[config.mk]
export PLATFORM = sky130hd
export DESIGN_NAME = sd_spi_command_sequencer_flat
export DESIGN_NICKNAME = d
export VERILOG_FILES = /design/src/rtl/core/sdspi_pkg.sv /design/src/rtl/core/sdspi_ifs.sv /design/src/rtl/core/sd_spi_command_sequencer.sv /design/src/rtl/core/sdspi_step.sv /design/src/flat_wrapper.sv
export SDC_FILE = /design/constraint.sdc
export NUM_CORES = 1
export LEC_CHECK = 0
export ABC_AREA = 1
export BUFFER_PORTS_ARGS = -buffer_cell sky130_fd_sc_hd__buf_2
export CAP_MARGIN = 20
export CORE_MARGIN = 10
export CORE_UTILIZATION = 53
export CTS_CLUSTER_DIAMETER = 50
export DETAILED_ROUTE_END_ITERATION = 12
export PLACE_DENSITY_LB_ADDON = 0.3
export SLEW_MARGIN = 25
export SYNTH_ARGS = -nofsm -noshare
export SYNTH_HDL_FRONTEND = slang
export SYNTH_SLANG_ARGS = --single-unit
[constraint.sdc]
create_clock -name clock -period 2.4 [get_ports clock]
set_input_delay 0 -clock clock [delete_from_list [all_inputs] [get_ports clock]]
set_output_delay 0 -clock clock [all_outputs]
set_load 0.005 [all_outputs]
[src/rtl/core/sdspi_pkg.sv]
// Shared types and constants for the SD card SPI-mode command sequencer.
// No dependencies; the interfaces, the step logic, the top level and the checker use it.
package sdspi_pkg;

   // item modes
   typedef enum logic [1:0] {
      MODE_CMD   = 2'd0,
      MODE_READ  = 2'd1,
      MODE_BYTE  = 2'd2,
      MODE_CLEAR = 2'd3
   } mode_type;

   // sequencer phases, one-hot
   typedef enum logic [11:0] {
      PH_IDLE     = 12'b0000_0000_0001,
      PH_HDR      = 12'b0000_0000_0010,
      PH_RESP     = 12'b0000_0000_0100,
      PH_SKIP     = 12'b0000_0000_1000,
      PH_REGTOK   = 12'b0000_0001_0000,
      PH_REGDATA  = 12'b0000_0010_0000,
      PH_OCR      = 12'b0000_0100_0000,
      PH_DUMMY    = 12'b0000_1000_0000,
      PH_SECTOK   = 12'b0001_0000_0000,
      PH_SECDATA  = 12'b0010_0000_0000,
      PH_SECCRC   = 12'b0100_0000_0000,
      PH_ENDDUMMY = 12'b1000_0000_0000
   } phase_type;

   // command numbers with special handling
   localparam logic [5:0] CMD_SEND_IF_COND = 6'd8;
   localparam logic [5:0] CMD_SEND_CSD     = 6'd9;
   localparam logic [5:0] CMD_SEND_CID     = 6'd10;
   localparam logic [5:0] CMD_READ_SINGLE  = 6'd17;
   localparam logic [5:0] CMD_WRITE_SINGLE = 6'd24;
   localparam logic [5:0] CMD_READ_OCR     = 6'd58;

   localparam logic [7:0] CRC_CMD8   = 8'h87;
   localparam logic [7:0] CRC_OTHER  = 8'h95;
   localparam logic [1:0] START_BITS = 2'b01;   // top of first header byte (0x40)
   localparam logic [7:0] DATA_TOKEN = 8'hFE;
   localparam logic [7:0] IDLE_BYTE  = 8'hFF;
   localparam int         BUSY_BIT   = 7;       // 0x80: response not yet present
   localparam int         HCS_BIT    = 6;       // OCR card capacity bit

   localparam logic [3:0] HDR_LAST   = 4'd5;    // header bytes after the first
   localparam logic [3:0] IFCOND_TAIL = 4'd4;
   localparam logic [3:0] OCR_TAIL   = 4'd3;
   localparam logic [3:0] CRC_TAIL   = 4'd2;

   typedef struct packed {
      logic [1:0]  mode;
      logic [5:0]  cmd_index;
      logic [31:0] cmd_arg;
      logic [8:0]  read_offset;
      logic [9:0]  read_length;
      logic [7:0]  rx_byte;
   } req_type;

   typedef struct packed {
      logic        tx_valid;
      logic [7:0]  tx_byte;
      logic        select_card;
      logic        data_valid;
      logic [7:0]  data_byte;
      logic        done_res;
      logic [7:0]  response;
      logic        read_failed;
      logic        high_capacity;
   } rsp_type;

   // fixed-width part of the sequencer context
   typedef struct packed {
      phase_type   phase;
      logic [5:0]  cmd_latch;
      logic [31:0] arg_latch;
      logic [8:0]  skip_left;
      logic [9:0]  deliver_left;
      logic [7:0]  last_response;
      logic        card_high_capacity;
      logic        sector_mode;
   } ctx_type;

endpackage

[src/rtl/core/sdspi_ifs.sv]
// Valid/ready channel interfaces for the request and response items.
// Depends on sdspi_pkg for the payload structs.
interface sdspi_req_if;
   logic              valid;
   logic              ready;
   sdspi_pkg::req_type data;

   modport source (output valid, output data, input ready);
   modport sink   (input valid, input data, output ready);
endinterface

interface sdspi_rsp_if;
   logic              valid;
   logic              ready;
   sdspi_pkg::rsp_type data;

   modport source (output valid, output data, input ready);
   modport sink   (input valid, input data, output ready);
endinterface

[src/rtl/core/sd_spi_command_sequencer.sv]
// Top level of the SD card SPI-mode command sequencer (host side).
// Depends on sdspi_pkg, sdspi_ifs (channel interfaces) and sdspi_step.
//
// Usage:
//  req_chan carries one item per handshake: start a command (mode 0), start a
//  single-sector read (mode 1), hand over the byte received during the last
//  transfer (mode 2), or clear the card capacity flag (mode 3).
//  rsp_chan returns exactly one item per request: the next byte to shift out
//  with its chip-select level, any register/sector payload byte, and on the
//  last item of an exchange the done flag, response byte and read status.
//  The result of an item is registered and shown on rsp_chan after the
//  accepting edge. Throughput is one item per cycle unless rsp_chan stalls;
//  the only path is step logic from the request port to the result register.
//  When the receiver stalls, the result register holds and req_chan.ready
//  drops; it stays high while the result register is empty or being drained.
//  Synchronous reset empties the result register and puts the sequencer idle
//  with the capacity flag clear.
module sd_spi_command_sequencer #(
   parameter int SECTOR_BYTES   = 512,
   parameter int REGISTER_BYTES = 16,
   parameter int RESPONSE_TRIES = 256,
   parameter int TOKEN_TRIES    = 65536
) (
   input  logic        clock,
   input  logic        reset,
   sdspi_req_if.sink   req_chan,
   sdspi_rsp_if.source rsp_chan
);
   import sdspi_pkg::*;

   localparam int CountMax   = (TOKEN_TRIES - 1 > SECTOR_BYTES) ? TOKEN_TRIES - 1 : SECTOR_BYTES;
   localparam int CountWidth = $clog2(CountMax + 1);
   localparam int PollWidth  = $clog2(RESPONSE_TRIES);

   // sequencer context
   ctx_type               ctx_ff, ctx_in;
   logic [PollWidth-1:0]  poll_ff, poll_in;    // shared response/register-token poll
   logic [CountWidth-1:0] count_ff, count_in;  // header, skip, data and token counter

   // result register
   logic    rsp_valid_ff;
   rsp_type rsp_data_ff, rsp_data_in;

   logic accept;

   // take a new item whenever the result slot is free or being emptied
   assign req_chan.ready = !rsp_valid_ff || rsp_chan.ready;
   assign accept         = req_chan.valid && req_chan.ready;

   sdspi_step #(
      .SECTOR_BYTES   (SECTOR_BYTES),
      .REGISTER_BYTES (REGISTER_BYTES),
      .RESPONSE_TRIES (RESPONSE_TRIES),
      .TOKEN_TRIES    (TOKEN_TRIES)
   ) u_step (
      .req      (req_chan.data),
      .ctx      (ctx_ff),
      .poll     (poll_ff),
      .count    (count_ff),
      .ctx_in   (ctx_in),
      .poll_in  (poll_in),
      .count_in (count_in),
      .rsp      (rsp_data_in)
   );

   // context advances only on an accepted item
   always_ff @(posedge clock) begin
      if (reset) begin
         ctx_ff.phase              <= PH_IDLE;
         ctx_ff.cmd_latch          <= '0;
         ctx_ff.arg_latch          <= '0;
         ctx_ff.skip_left          <= '0;
         ctx_ff.deliver_left       <= '0;
         ctx_ff.last_response      <= '0;
         ctx_ff.card_high_capacity <= 1'b0;
         ctx_ff.sector_mode        <= 1'b0;
         poll_ff                   <= '0;
         count_ff                  <= '0;
      end else if (accept) begin
         ctx_ff   <= ctx_in;
         poll_ff  <= poll_in;
         count_ff <= count_in;
      end
   end

   // result valid flag
   always_ff @(posedge clock) begin
      if (reset) begin
         rsp_valid_ff <= 1'b0;
      end else if (accept) begin
         rsp_valid_ff <= 1'b1;
      end else if (rsp_chan.ready) begin
         rsp_valid_ff <= 1'b0;
      end
   end

   // result payload, no reset needed
   always_ff @(posedge clock) begin
      if (accept) begin
         rsp_data_ff <= rsp_data_in;
      end
   end

   assign rsp_chan.valid = rsp_valid_ff;
   assign rsp_chan.data  = rsp_data_ff;

endmodule

[src/rtl/core/sdspi_step.sv]
// Next-state and result logic for one item of the SD SPI command sequencer.
// Purely combinational; depends on sdspi_pkg.
module sdspi_step #(
   parameter int SECTOR_BYTES   = 512,
   parameter int REGISTER_BYTES = 16,
   parameter int RESPONSE_TRIES = 256,
   parameter int TOKEN_TRIES    = 65536,
   localparam int CountMax   = (TOKEN_TRIES - 1 > SECTOR_BYTES) ? TOKEN_TRIES - 1 : SECTOR_BYTES,
   localparam int CountWidth = $clog2(CountMax + 1),
   localparam int PollWidth  = $clog2(RESPONSE_TRIES)
) (
   input  sdspi_pkg::req_type     req,
   input  sdspi_pkg::ctx_type     ctx,
   input  logic [PollWidth-1:0]   poll,
   input  logic [CountWidth-1:0]  count,
   output sdspi_pkg::ctx_type     ctx_in,
   output logic [PollWidth-1:0]   poll_in,
   output logic [CountWidth-1:0]  count_in,
   output sdspi_pkg::rsp_type     rsp
);
   import sdspi_pkg::*;

   localparam logic [PollWidth-1:0]  PollLast  = PollWidth'(RESPONSE_TRIES - 1);
   localparam logic [CountWidth-1:0] TokenLast = CountWidth'(TOKEN_TRIES - 1);
   localparam logic [CountWidth-1:0] SectorCnt = CountWidth'(SECTOR_BYTES);
   localparam logic [CountWidth-1:0] RegCnt    = CountWidth'(REGISTER_BYTES);

   logic [5:0]            st_cmd;
   logic [31:0]           st_arg;
   logic                  poll_wrap;
   logic [CountWidth-1:0] count_dec;
   logic [CountWidth-1:0] hdr_k;

   assign poll_wrap = (poll == PollLast);
   assign count_dec = (count != '0) ? count - 1'b1 : '0;
   assign hdr_k     = count + 1'b1;

   // command number and argument for a start item
   always_comb begin
      st_cmd = (req.mode == MODE_READ) ? CMD_READ_SINGLE : req.cmd_index;
      st_arg = req.cmd_arg;
      if (st_cmd inside {CMD_SEND_CSD, CMD_SEND_CID}) begin
         st_arg = '0;
      end
      if (!ctx.card_high_capacity && (st_cmd inside {CMD_READ_SINGLE, CMD_WRITE_SINGLE})) begin
         st_arg = {st_arg[22:0], 9'b0};
      end
   end

   always_comb begin
      ctx_in   = ctx;
      poll_in  = poll;
      count_in = count;
      rsp      = '0;
      rsp.tx_byte = IDLE_BYTE;

      unique case (req.mode)
         MODE_CMD, MODE_READ: begin
            if (req.mode == MODE_READ) begin
               ctx_in.skip_left    = req.read_offset;
               ctx_in.deliver_left = req.read_length;
            end
            ctx_in.cmd_latch     = st_cmd;
            ctx_in.arg_latch     = st_arg;
            ctx_in.sector_mode   = (req.mode == MODE_READ);
            ctx_in.last_response = '0;
            ctx_in.phase         = PH_HDR;
            poll_in  = '0;
            count_in = '0;
            rsp.tx_valid    = 1'b1;
            rsp.tx_byte     = {START_BITS, st_cmd};
            rsp.select_card = 1'b1;
         end
         MODE_BYTE: begin
            unique case (ctx.phase)
               PH_HDR: begin
                  rsp.tx_valid    = 1'b1;
                  rsp.select_card = 1'b1;
                  if (count < CountWidth'(HDR_LAST)) begin
                     count_in = hdr_k;
                     case (hdr_k[2:0])
                        3'd1:    rsp.tx_byte = ctx.arg_latch[31:24];
                        3'd2:    rsp.tx_byte = ctx.arg_latch[23:16];
                        3'd3:    rsp.tx_byte = ctx.arg_latch[15:8];
                        3'd4:    rsp.tx_byte = ctx.arg_latch[7:0];
                        default: rsp.tx_byte = (ctx.cmd_latch == CMD_SEND_IF_COND) ?
                                               CRC_CMD8 : CRC_OTHER;
                     endcase
                  end else begin
                     ctx_in.phase = PH_RESP;
                  end
               end
               PH_RESP: begin
                  if (req.rx_byte[BUSY_BIT]) begin
                     poll_in = poll_wrap ? '0 : poll + 1'b1;
                  end
                  if (!req.rx_byte[BUSY_BIT] || poll_wrap) begin
                     ctx_in.last_response = req.rx_byte;
                     rsp.tx_valid = 1'b1;
                     if (ctx.cmd_latch == CMD_SEND_IF_COND) begin
                        ctx_in.phase    = PH_SKIP;
                        count_in        = CountWidth'(IFCOND_TAIL);
                        rsp.select_card = 1'b1;
                     end else if (ctx.cmd_latch inside {CMD_SEND_CSD, CMD_SEND_CID}) begin
                        ctx_in.phase    = PH_REGTOK;
                        rsp.select_card = 1'b1;
                     end else if (ctx.cmd_latch == CMD_READ_OCR && req.rx_byte == 8'h00) begin
                        ctx_in.phase    = PH_OCR;
                        rsp.select_card = 1'b1;
                     end else begin
                        ctx_in.phase = PH_DUMMY;
                     end
                  end else begin
                     rsp.tx_valid    = 1'b1;
                     rsp.select_card = 1'b1;
                  end
               end
               PH_SKIP: begin
                  count_in     = count_dec;
                  rsp.tx_valid = 1'b1;
                  if (count_dec != '0) begin
                     rsp.select_card = 1'b1;
                  end else begin
                     ctx_in.phase = PH_DUMMY;
                  end
               end
               PH_REGTOK: begin
                  rsp.tx_valid    = 1'b1;
                  rsp.select_card = 1'b1;
                  if (req.rx_byte == DATA_TOKEN) begin
                     ctx_in.phase = PH_REGDATA;
                     count_in     = RegCnt;
                  end else begin
                     poll_in = poll_wrap ? '0 : poll + 1'b1;
                     if (poll_wrap) begin
                        ctx_in.last_response = req.rx_byte;
                        ctx_in.phase         = PH_DUMMY;
                        rsp.select_card      = 1'b0;
                     end
                  end
               end
               PH_REGDATA: begin
                  rsp.data_valid  = 1'b1;
                  rsp.data_byte   = req.rx_byte;
                  rsp.tx_valid    = 1'b1;
                  rsp.select_card = 1'b1;
                  count_in        = count_dec;
                  if (count_dec == '0) begin
                     ctx_in.last_response = '0;
                     ctx_in.phase         = PH_SKIP;
                     count_in             = CountWidth'(CRC_TAIL);
                  end
               end
               PH_OCR: begin
                  ctx_in.card_high_capacity = req.rx_byte[HCS_BIT];
                  ctx_in.phase    = PH_SKIP;
                  count_in        = CountWidth'(OCR_TAIL);
                  rsp.tx_valid    = 1'b1;
                  rsp.select_card = 1'b1;
               end
               PH_DUMMY: begin
                  if (ctx.sector_mode && ctx.last_response == 8'h00) begin
                     ctx_in.phase    = PH_SECTOK;
                     count_in        = '0;
                     rsp.tx_valid    = 1'b1;
                     rsp.select_card = 1'b1;
                  end else begin
                     ctx_in.phase    = PH_IDLE;
                     rsp.done_res    = 1'b1;
                     rsp.response    = ctx.last_response;
                     rsp.read_failed = ctx.sector_mode;
                  end
               end
               PH_SECTOK: begin
                  if (req.rx_byte == DATA_TOKEN) begin
                     ctx_in.phase    = PH_SECDATA;
                     count_in        = SectorCnt;
                     rsp.tx_valid    = 1'b1;
                     rsp.select_card = 1'b1;
                  end else if (count == TokenLast) begin
                     ctx_in.phase    = PH_IDLE;
                     rsp.done_res    = 1'b1;
                     rsp.response    = ctx.last_response;
                     rsp.read_failed = 1'b1;
                  end else begin
                     count_in        = hdr_k;
                     rsp.tx_valid    = 1'b1;
                     rsp.select_card = 1'b1;
                  end
               end
               PH_SECDATA: begin
                  if (ctx.skip_left != '0) begin
                     ctx_in.skip_left = ctx.skip_left - 1'b1;
                  end else if (ctx.deliver_left != '0) begin
                     ctx_in.deliver_left = ctx.deliver_left - 1'b1;
                     rsp.data_valid      = 1'b1;
                     rsp.data_byte       = req.rx_byte;
                  end
                  rsp.tx_valid    = 1'b1;
                  rsp.select_card = 1'b1;
                  count_in        = count_dec;
                  if (count_dec == '0) begin
                     ctx_in.phase = PH_SECCRC;
                     count_in     = CountWidth'(CRC_TAIL);
                  end
               end
               PH_SECCRC: begin
                  count_in     = count_dec;
                  rsp.tx_valid = 1'b1;
                  if (count_dec != '0) begin
                     rsp.select_card = 1'b1;
                  end else begin
                     ctx_in.phase = PH_ENDDUMMY;
                  end
               end
               PH_ENDDUMMY: begin
                  ctx_in.phase = PH_IDLE;
                  rsp.done_res = 1'b1;
                  rsp.response = ctx.last_response;
               end
               default: begin
                  ctx_in.phase = PH_IDLE;
               end
            endcase
         end
         default: begin
            ctx_in.card_high_capacity = 1'b0;
         end
      endcase

      rsp.high_capacity = ctx_in.card_high_capacity;
   end

endmodule

[src/flat_wrapper.sv]
// flat-port wrapper written by rule: the top's interface ports become plain ports
module sd_spi_command_sequencer_flat import sdspi_pkg::*;
#(
   parameter int SECTOR_BYTES   = 512,
   parameter int REGISTER_BYTES = 16,
   parameter int RESPONSE_TRIES = 256,
   parameter int TOKEN_TRIES    = 65536
)
  (clock, reset, req_chan_valid, req_chan_data, req_chan_ready, rsp_chan_valid, rsp_chan_data, rsp_chan_ready);
  sdspi_req_if req_chan_i ();
  sdspi_rsp_if rsp_chan_i ();
  input  logic clock;
  input  logic reset;
  input wire logic [$bits(req_chan_i.valid)-1:0] req_chan_valid;
  input wire logic [$bits(req_chan_i.data)-1:0] req_chan_data;
  output wire logic [$bits(req_chan_i.ready)-1:0] req_chan_ready;
  output wire logic [$bits(rsp_chan_i.valid)-1:0] rsp_chan_valid;
  output wire logic [$bits(rsp_chan_i.data)-1:0] rsp_chan_data;
  input wire logic [$bits(rsp_chan_i.ready)-1:0] rsp_chan_ready;
  assign req_chan_i.valid = req_chan_valid;
  assign req_chan_i.data = req_chan_data;
  assign req_chan_ready = req_chan_i.ready;
  assign rsp_chan_valid = rsp_chan_i.valid;
  assign rsp_chan_data = rsp_chan_i.data;
  assign rsp_chan_i.ready = rsp_chan_ready;
  sd_spi_command_sequencer #(.SECTOR_BYTES(SECTOR_BYTES), .REGISTER_BYTES(REGISTER_BYTES), .RESPONSE_TRIES(RESPONSE_TRIES), .TOKEN_TRIES(TOKEN_TRIES)) u_core (.clock(clock), .reset(reset), .req_chan(req_chan_i), .rsp_chan(rsp_chan_i));
endmodule
==> metrics.md <==
| Metric | Value |
|---|---|
| Post-Synth Simple-Gate Area | `33.9%` |
| GR Layer Usage met1 | `30.5%` |
| Yosys warns | `0` |
| Top Ports | `103` |
| Clock-pin slew on the worst setup and hold paths | `roughly 60 ps` |
| Synth-to-Final Area Change | `29.3%` |
| Final Max Slew Viols | `0` |
| Synth async-reset ratio | `0%` |
| Fmax | `433 MHz` |
| Final cycle utilization of the critical path | `96.2%` |
| CTS max path bufs | `2` |
| Fin nets | `1484` |
| Synthesis-stage register bit count | `134` |
| First-pass GRT wire length | `42300 um` |
| Mapped Nets | `1282` |
| Static Leakage | `~4.7 nW` |
| Die Area | `0.0208 mm^2` |
| Clock sinks | `134` |
| Mapped Area | `0.00819 mm^2` |
| CP most frequent cell | `nand2_1` |
| Largest stage delay on the critical path | `390 ps` |
| Mux cell area share after synthesis | `0%` |
| Via count | `8897` |
| Distinct cell type count of the synthesized netlist | `59` |
| FP Rows | `45` |
| Routed WL | `26200 um` |
| Mapped Avg Cell Area | `6.81 um^2` |
| Clock Latency Late Sink | `440 ps` |
| Clock Root Buffer | `clkbuf_16` |
| Placeable Area | `0.0151 mm^2` |
| Main combinational cell family by area after synthesis | `simple AND/OR/NAND/NOR gates` |
| Vias in the first global route | `8613` |
| GR peak layer | `met2` |
| ANT cells | `0` |
| Largest area contributor in the synthesized netlist | `dfxtp_1` |
| Initial Util | `between 50% and 60%` |
| CTS tree | `yes` |
| Status | `finished clean` |
| Worst-path maximum fanout | `18` |
| Routed len/inst | `16.3 um` |
| Final setup vio count | `0` |
| Die Wd | `144 um` |
| Synth Area in Compound Gates | `16.3%` |
| DRT iter0 DRCs | `881` |
| Tot GR Track Use | `about a quarter` |
| Clock Skews | `8.41 ps` |
| # H-tree levels | `4` |
| Placed Area | `~0.0091 mm^2` |
| Max transition margin | `a little over three fifths` |
| Antenna violations before repair | `0` |
| Seq/Total Area, Yosys | `36.4%` |
| Slowest CP cell | `dfxtp_1` |
| Grt total ovfl | `0` |
| Worst-path cell chain | `nor2_4 -> nand2_2 -> nor2_4 -> nand2_8 -> nand3_1 -> nand2_1 -> nor2_2 -> nand3_2 -> nand3_1 -> nand2_2 -> nor2_8 -> buf_12 -> nand2_1 -> nand2_1 -> nor2_2` |
| Met3 Use GR | `under 10%` |
| Fraction of layout instances using a drive strength above 1 | `between 20% and 30%` |
| Post-Syn Instances | `1202` |
| HP Class | `in -> reg` |
| Finished Cell Area | `0.0106 mm^2` |
| Pwr dens | `556 mW/mm^2` |
| Post-synthesis adder-cell area fraction | `about 1.4%` |
| Critical path buffers and inverters | `1` |
| Most area-consuming cells after synthesis | `dfxtp_1, nand2_1, edfxtp_1, inv_1, nor2_1` |
| Antenna-violating nets left | `0` |
| Worst path required time | `2730 ps` |
| CP Class | `reg -> reg` |
| GPL Wtd Cong | `0.990` |
| DRC errors left | `0` |
| Vias per cell | `5.54` |
| Die height | `around 140 um` |
| Synth Flop Type | `dfxtp_1` |
| First drt pass iteration count | `6` |
| Total Power | `5.89 mW` |
| Post-DP HPWL | `17800 um` |
| Critical Path Source Type | `register` |
| Post-synth EDFFs | `30` |
| Post-layout util | `69.9%` |
| I/O Buffers | `between 100 and 150` |
| Peak VDD IR | `between 0.0004 and 0.0005 V` |
| GRT met2 Usage | `41.4%` |
| Worst setup EP type | `register` |
| Final hold viol count | `0` |
| Largest delay share family, worst path | `simple AND/OR/NAND/NOR gates` |
| Final Critical Period | `around 2300 ps` |
| Total CTS buffers | `17` |
| Critical Path AT | `between 2000 and 3000 ps` |
| Slew @ Worst Pin | `559 ps` |
| Setup tns final | `0 ps` |
| Max Cap Viol | `0` |
| XOR/XNOR Fraction of Synth Area | `1.18%` |
| Synth top area share | `25.4%` |
| Largest net degree at the start of global routing | `36` |
## area by class of cell
class	count	area (um^2)
clock buffers	19	433
clock inverters	13	110
fillers	1220	4560
inverters	170	644
multi-input cells	855	4500
flip-flops and latches	134	2990
well taps	188	235
repair buffers	226	1670
## layout by cell type, fill, tap and decap left out, types with 6 or more instances in the layout
cell type and instances:
a21oi_1 61, inv_2 10, inv_1 157, nand3_1 85, buf_2 102, edfxtp_1 30, nor2_4 16, o21ai_0 79
clkbuf_16 17, nor2_2 29, nor3_1 16, nand3_2 12, o21ai_1 6, clkinv_2 6, nand2_2 16, dfxtp_1 97
nand2_1 265, buf_4 48, a31oi_1 17, o21bai_1 10, nand4_1 15, ha_1 8, xor2_1 11, nor2_1 124
dlygate4sd3_1 72, dfxtp_2 7, o22ai_1 24
## power by group
part	internal (mW)	switching, mW
clock network	1.42	1.03
registers	2.41	0.0528
logic	0.387	0.584
total	4.22	1.67
## cell usage after synthesis, types with 6 or more instances
master and number:
nor2_2 24, inv_2 6, ha_1 9, o22ai_1 24, nand2_1 274, a31oi_1 17
nor2_4 9, clkbuf_1 18, nand3_2 7, xor2_1 11, dfxtp_1 104, nor3_1 17
buf_2 9, o21ai_0 82, nand3_1 90, nand2_2 10, nor2_1 136, o21bai_1 10
nand4_1 15, edfxtp_1 30, a21oi_1 62, inv_1 161
## per-layer routing
layer	vias to the layer above	wire, um	part of all wire [%]
met5	-	0	0
met3	76	2050	7.8
met2	430	12500	48
li1	4366	-	-
met4	0	861	3.3
met1	4025	10700	41
## flip-flops by register name, summed over array words and instances (netlist names)
signal and flops:
u_core.rsp_chan.valid 1, u_core.rsp_chan.data 30, u_core.poll_ff 8, u_core.ctx_ff 79, u_core.count_ff 16
## worst paths after layout
path | start | end | slack (ps) | cells past startpoint
max | u_core.count_ff[8] | u_core.ctx_ff[70] | 90 | 15
min | req_chan_data[25] | u_core.ctx_ff[27] | 10 | 5
max reg2reg | u_core.count_ff[8] | u_core.ctx_ff[70] | 90 | 15
min reg2reg | u_core.poll_ff[4] | u_core.poll_ff[4] | 470 | 2
## logic make-up (layout without fill, tap and decap cells)
kind of cell	Yosys count	after routing
adders and majority gates	9	9
and+or+nand+nor	605	605
xor gates and xnor gates	11	11
AOI/OAI and AO/OA	230	230
DFF	134	134
buffers and inverters	213	428
## timing repair
action / CTS / global route
pin swaps: 0 / 5
setup buffers: 0 / 2
endpoints found under the hold margin: 72 / 0
hold buffers: 72 / 0
gates resized for setup: 2 / 59
endpoints found under the setup margin: 1 / 78
cloned: 0 / 0
## per-stage QoR
step                worst slack [ps]  cells  hold WS, ps
global placement                82.6   1499          268
CTS                             14.7   1603       0.0357
floorplan                       22.8   1202          102
global route                   -32.0   1605         47.2
finish                          91.8   1605         14.2
detailed placement              16.5   1499          281
## worst register-to-register path: cells and delay by family (launching register included)
family	cells	cell delay (ps)
and+or+nand+nor	14	1660
buffers and inverters	1	150
DFF	1	390
Power figures use the tool's default switching activity.
